$ cat config.mk
export PLATFORM = sky130hd
export DESIGN_NAME = psce_sqrt
export DESIGN_NICKNAME = d
export VERILOG_FILES = /design/src/rtl/psce_pkg.sv /design/src/rtl/psce_sqrt.sv
export SDC_FILE = /design/constraint.sdc
export NUM_CORES = 1
export LEC_CHECK = 0
export BUFFER_PORTS_ARGS = -buffer_cell sky130_fd_sc_hd__buf_2
export CORE_MARGIN = 1.5
export CORE_UTILIZATION = 40
export CTS_CLUSTER_SIZE = 14
export DETAILED_ROUTE_END_ITERATION = 16
export GPL_TIMING_DRIVEN = 0
export PLACE_DENSITY = 0.59
export SKIP_LAST_GASP = 1
export SLEW_MARGIN = 20
export SYNTH_ARGS = -nofsm -noshare
export SYNTH_HDL_FRONTEND = slang
export SYNTH_SLANG_ARGS = --single-unit
$ cat constraint.sdc
create_clock -name clk_i -period 2.8 [get_ports clk_i]
set_input_delay 0.14 -clock clk_i [delete_from_list [all_inputs] [get_ports clk_i]]
set_output_delay 0.14 -clock clk_i [all_outputs]
set_load 0.02 [all_outputs]
$ cat src/rtl/psce_pkg.sv
// Package for the pairwise scale change estimator.
// Holds the sequencer states, register indexes and fixed widths.
// No dependencies.
package psce_pkg;

  localparam int unsigned CoordW = 16;
  localparam int unsigned ScaleW = 15;
  localparam int unsigned SumW   = 40;
  localparam int unsigned DistW  = 17;
  localparam int unsigned RadW   = 33;
  localparam int unsigned QuotW  = SumW + 14;

  localparam logic [ScaleW-1:0] ScaleOne  = 15'd16384;
  localparam logic [ScaleW-1:0] CountMax  = 15'd32767;

  localparam logic [1:0] RegLowBound  = 2'd0;
  localparam logic [1:0] RegHighBound = 2'd1;
  localparam logic [1:0] RegMinPairs  = 2'd2;

  typedef enum logic [3:0] {
    StLoad,
    StIRd,
    StILat,
    StJRd,
    StJLat,
    StMulX,
    StMulY,
    StSqGo,
    StSqWait,
    StNextJ,
    StNextI,
    StDivGo,
    StDivRun,
    StOut
  } state_e;

endpackage

$ cat src/rtl/psce_sqrt.sv
// Iterative integer square root, one result bit per cycle.
// Depends on psce_pkg for widths.
module psce_sqrt (
  input  logic                             clk_i,
  input  logic                             rst_ni,
  input  logic                             start_i,
  input  logic [psce_pkg::RadW-1:0]        rad_i,
  output logic                             done_o,
  output logic [psce_pkg::DistW-1:0]       root_o
);

  logic [33:0]                  rad_q, rad_d;
  logic [19:0]                  rem_q, rem_d;
  logic [psce_pkg::DistW-1:0]   root_q, root_d;
  logic [4:0]                   cnt_q, cnt_d;
  logic                         busy_q, busy_d;
  logic                         done_q, done_d;
  logic [19:0]                  rem_sh;
  logic [19:0]                  trial;

  assign rem_sh = {rem_q[17:0], rad_q[33:32]};
  assign trial  = {1'b0, root_q, 2'b01};

  always_comb begin
    rad_d  = rad_q;
    rem_d  = rem_q;
    root_d = root_q;
    cnt_d  = cnt_q;
    busy_d = busy_q;
    done_d = 1'b0;
    if (start_i) begin
      rad_d  = {1'b0, rad_i};
      rem_d  = '0;
      root_d = '0;
      cnt_d  = '0;
      busy_d = 1'b1;
    end else if (busy_q) begin
      rad_d = {rad_q[31:0], 2'b00};
      if (rem_sh >= trial) begin
        rem_d  = rem_sh - trial;
        root_d = {root_q[psce_pkg::DistW-2:0], 1'b1};
      end else begin
        rem_d  = rem_sh;
        root_d = {root_q[psce_pkg::DistW-2:0], 1'b0};
      end
      cnt_d = cnt_q + 5'd1;
      if (cnt_q == 5'(psce_pkg::DistW - 1)) begin
        busy_d = 1'b0;
        done_d = 1'b1;
      end
    end
  end

  always_ff @(posedge clk_i or negedge rst_ni) begin
    if (!rst_ni) begin
      busy_q <= 1'b0;
      done_q <= 1'b0;
      cnt_q  <= '0;
    end else begin
      busy_q <= busy_d;
      done_q <= done_d;
      cnt_q  <= cnt_d;
    end
  end

  always_ff @(posedge clk_i) begin
    rad_q  <= rad_d;
    rem_q  <= rem_d;
    root_q <= root_d;
  end

  assign done_o = done_q;
  assign root_o = root_q;

endmodule
-- Word level (Yosys, flattened, before mapping)
Cells that the tools add are included.
- register bits: 76
- latch bits: 0
- bits in writable memories: 0
- ROM bits: 0
- bits of input ports: 36
- output and inout port bits: 18
- logic and storage cells: 24
- memories: 0
- $add $sub $neg: 2
- $mul: 0
- div/mod/pow operators: 0
- order comparisons: 1
- eq/ne operators: 1
- shifts and indexed selects: 0
- multiplexer cells: 12
- bitwise operators: 0
- reductions and logical operators: 1
- operators by type and width (kind ; number):
    2-to-1 mux 33 bit ; 2
    greater-or-equal comparator 20 x 19 -> 1 bit ; 1
    2-to-1 mux 18 bit ; 1
    subtractor 18 bit ; 1
    2-to-1 mux 5 bit ; 2
    2-to-1 mux 1 bit ; 7
    adder 5 x 1 -> 5 bit, second input constant ; 1
    equality test 5 bit, second input constant ; 1
    nonzero test 2 bit ; 1

-- Logic depth before layout (Yosys ltp)
- word-level depth: 4
- gate-level depth with buffers: 11
- depth with buffers taken out: 8

-- Least setup slack after synthesis
OpenSTA, ideal clock, no wires.
- path type: reg2reg
- start: register root_q (netlist bit root_o[15])
- end: register rem_q[1]
- setup time: 0.127 ns
- arrival: 2.305 ns
- data required time: 2.673 ns
- slack: 0.368 ns
- cell stages (with the launch flop): 10
- buffers on the path: 1
- clock period less this slack: 2.432 ns
- cells stage by stage: dfxtp_1 inv_1 ha_1 a21o_1 a211o_1 a211oi_2 a31o_1 buf_6 nor3_1 or3_1
- word-level cells in the longest chain between the ends: 2
- RTL lines (item ; RTL line ; RTL):
    from (decl) ; psce_sqrt.sv:14 ; logic [psce_pkg::DistW-1:0] root_q, root_d;
    from (signal assigned) ; psce_sqrt.sv:69 ; root_q <= root_d;
    greater-or-equal comparator 20 x 19 -> 1 bit ; psce_sqrt.sv:39 ; if (rem_sh >= trial) begin
    2-to-1 mux 18 bit ; psce_sqrt.sv:39 ;
    to (signal assigned) ; psce_sqrt.sv:68 ; rem_q <= rem_d;
    to (decl) ; psce_sqrt.sv:13 ; logic [19:0] rem_q, rem_d;
Every way passes these cells.
A chain may end at the register's enable or synchronous reset.

-- Worst setup path in the final report
- start: register root_q (netlist bit root_o[7])
- end: register rem_q[15]
- word-level cells in the longest chain between the ends: 2
- elaborated cells on any way between the ends: 3
- those cells by class: add/sub: 1; order compare: 1; mux: 1
- RTL lines (item ; RTL line):
    subtractor 18 bit / greater-or-equal comparator 20 x 19 -> 1 bit (equally long branches) ; psce_sqrt.sv:40, psce_sqrt.sv:39
    2-to-1 mux 18 bit (*) ; psce_sqrt.sv:39
Every way passes the cells marked *; elsewhere a longest branch is shown, timed or not.

==> metrics.md <==
| Metric | Value |
|---|---|
| Outcome | `completed` |
| Gpl congestion | `0.848` |
| Critical path class | `flip-flop to flip-flop` |
| Fraction of layout cells with a size suffix above 1 | `25.1%` |
| Simple-gate area share of the yosys netlist | `15.3%` |
| Total GRT Usage | `18.0%` |
| Ys flop type | `dfxtp_1` |
| Multiplexer share of the synthesized area | `13.2%` |
| GRT Residual Overflow | `0` |
| Post-synthesis register bit count | `76` |
| Clk_lat worst skew | `350 ps` |
| Finished Layout Cells | `630` |
| Largest family of logic cells by synthesized area | `simple AND/OR/NAND/NOR gates` |
| Routed len/inst | `15.5 um` |
| Num CTS Buffers | `9` |
| Max Fanout on Critical Path | `10` |
| Ant diodes | `0` |
| Final setup vio count | `0` |
| Io pins | `54` |
| Number of flops mapped to enable cells by yosys | `33` |
| Total power | `0.00484 W` |
| Filler Cell Count | `1,001` |
| Crit start category | `flip-flop` |
| DRT antenna net count | `0` |
| Crit-path slowest cell | `dfxtp_1` |
| Htree depth | `3` |
| Die height | `107 um` |
| Die area | `11,400 sq um` |
| Initial Utilization | `41.5%` |
| Async SR Flop Fraction | `9.21%` |
| CP Cell Sequence | `inv_1 -> ha_1 -> buf_2 -> nand4_1 -> nor3_2 -> a21oi_1 -> a31oi_4 -> buf_6 -> nand4_1 -> a311oi_2` |
| CTS Sinks | `76` |
| Remaining DRCs | `0` |
| Post-synth top area share | `23.1%` |
| Multi-input gate area | `2200 sq um` |
| Global-route wire length before repair | `16,100 um` |
| Clock Tree Buf Depth | `2` |
| Max-slew violations | `0` |
| Fin Clk Skew | `11.0 ps` |
| Area post-placement | `4730 sq um` |
| Fin crit period | `2650 ps` |
| Syn Nets | `480` |
| Worst Path Required | `3060 ps` |
| Most used cell, CP | `nand4_1` |
| Initial antenna violation count | `0` |
| Final Instance Area | `4950 sq um` |
| Power Dens Cells | `976 nW/um^2` |
| Main area contributors after synthesis | `edfxtp_1 (23%), dfxtp_1 (17%), mux2_2 (8.1%)` |
| Port Buffers | `53` |
| Max_cap viols | `0` |
| Vias in the first global route | `3,255` |
| Die span in x | `107 um` |
| Final WS setup | `151 ps` |
| Initial DRC count | `94` |
| Root Driver | `clkbuf_8` |
| Largest net degree at the start of global routing | `34` |
| Compound-Gate Fraction of Synth Area | `13.4%` |
| CTS tree | `done` |
| Tightest Pin Transition | `740 ps` |
| Layout Nets | `546` |
| Count leader, synth | `nor2_1` |
| First drt pass iteration count | `4` |
| Via count | `3,349` |
| Cells after synthesis | `423` |
| Part of the Yosys area used for sequential elements | `43.9%` |
| Max stage delay on crit path | `370 ps` |
| Inst Count DP | `612` |
| Post-synth top cells | `nor2_1 (52), dfxtp_1 (36), edfxtp_1 (33)` |
| Core ar. | `10,400 sq um` |
| Synth warn | `0` |
| Worst hold path type | `input pin to flip-flop` |
| FF/Latch Area | `1890 sq um` |
| Static Leakage | `2.14 nW` |
| Via/cell ratio | `5.32` |
| Final Hold Fails | `0` |
| DP HPWL | `7080 um` |
| Period utilisation layout | `94.6%` |
| Syn_area_per_cell | `10.2 sq um` |
| Clock-pin slew on the worst setup and hold paths | `80 ps` |
| Crit path DAT | `2910 ps` |
| VDD IR-drop max | `0.454 mV` |
| Max_slew headroom | `50.7%` |
| Synth unique cells | `56` |
| Post-synthesis cell area | `4300 sq um` |
| Worst Setup End Kind | `flip-flop` |
| Cell taking the most area after synthesis | `edfxtp_1` |
| F_max | `377 MHz` |
| Final Routed Wirelength | `9790 um` |
| Dpl ws | `50.7 ps` |
| Row cnt | `37` |
| Adder-cell area share of the yosys netlist | `6.11%` |
| Post-Synth XOR/XNOR Area | `3.06%` |
| Area grow syn2layout | `15.2%` |
worst max-delay path: cells and delay by family, from the launching register on:
kind / cells / cell delay, ps
compound gates: 3 / 860
simple gates: 3 / 610
buf+inv: 3 / 440
flops: 1 / 370
fa+ha+maj: 1 / 260
flip-flops by register name, indices dropped and copies added (netlist names):
register and count:
cnt_q 5, root_o 17, done_o 1, rad_q 34, rem_q 18, busy_q 1
final timing paths:
check / start / end / slack [ps] / cells past startpoint
setup / recovery: root_o[7] / rem_q[15] / 150 / 10
hold / removal: rad_i[0] / rad_q[0] / 70 / 2
setup reg to reg: root_o[7] / rem_q[15] / 150 / 10
hold reg to reg: rem_q[16] / rem_q[16] / 490 / 2
max in group asynchronous: rst_ni / cnt_q[2] / 2510 / 2
min in group asynchronous: rst_ni / cnt_q[3] / 140 / 2
area by class of cell:
cell class | instances | area share [%]
Sequential cell | 76 | 38.1
Timing Repair Buffer | 56 | 6.11
Buffer | 25 | 2.50
Clock inverter | 7 | 1.19
Inverter | 24 | 1.82
Tap cell | 136 | 3.44
Multi-Input combinational cell | 297 | 44.4
Clock buffer | 9 | 2.50
per-stage QoR:
stage / util, % / TNS (ps) / hold WS, ps
after floorplan: - / 0 / -156
after global placement: 45.7 / 0 / -22.0
after detailed placement: 45.7 / 0 / -18.8
after CTS: 47.5 / 0 / 58.2
after global routing: 47.8 / -1.66 / 60.2
final: 47.8 / 0 / 71.8
report_power, final:
group	total (W)	internal [W]	switching, W
logic	0.00261	0.00118	0.00143
registers	0.00144	0.00133	0.000109
clock network	0.000786	0.000332	0.000453
routing by layer:
metal  wire (um)  vias to the layer above  track usage, %
met2        4590                       84            29.8
met3         572                       13            4.19
met4         121                        0            5.14
li1            -                     1653               -
met1        4500                     1599            23.5
met5           0                        -               0
what timing repair did:
action                                  4_1_cts  5_1_grt
hold buffers                                  1        0
gates resized for setup                       0        2
endpoints found under the hold margin         7        0
endpoints found under the setup margin        0       44
buffers inserted                              0        2
kinds of logic after synthesis:
kind of cell	after synthesis
fa+ha+maj	21
simple gates	138
compound gates	70
mux	53
xor+xnor	15
buf+inv	50
flops	76
cell usage in the layout (no fill, tap or decap), types with 6 or more instances in the layout:
cell type  instances
xor2_1             6
edfxtp_1          33
clkbuf_8           9
nor2_1            52
dfrtp_1            7
clkbuf_1          13
nor3_1             7
inv_1             24
a21oi_1           19
a311oi_2           6
buf_2             58
xnor2_1            9
mux2i_1           22
dfxtp_1           36
ha_1              21
nand2b_1           7
nor3b_1           11
mux2_2            31
nand2_1           31
nand3_1            8
Power figures use the tool's default switching activity.
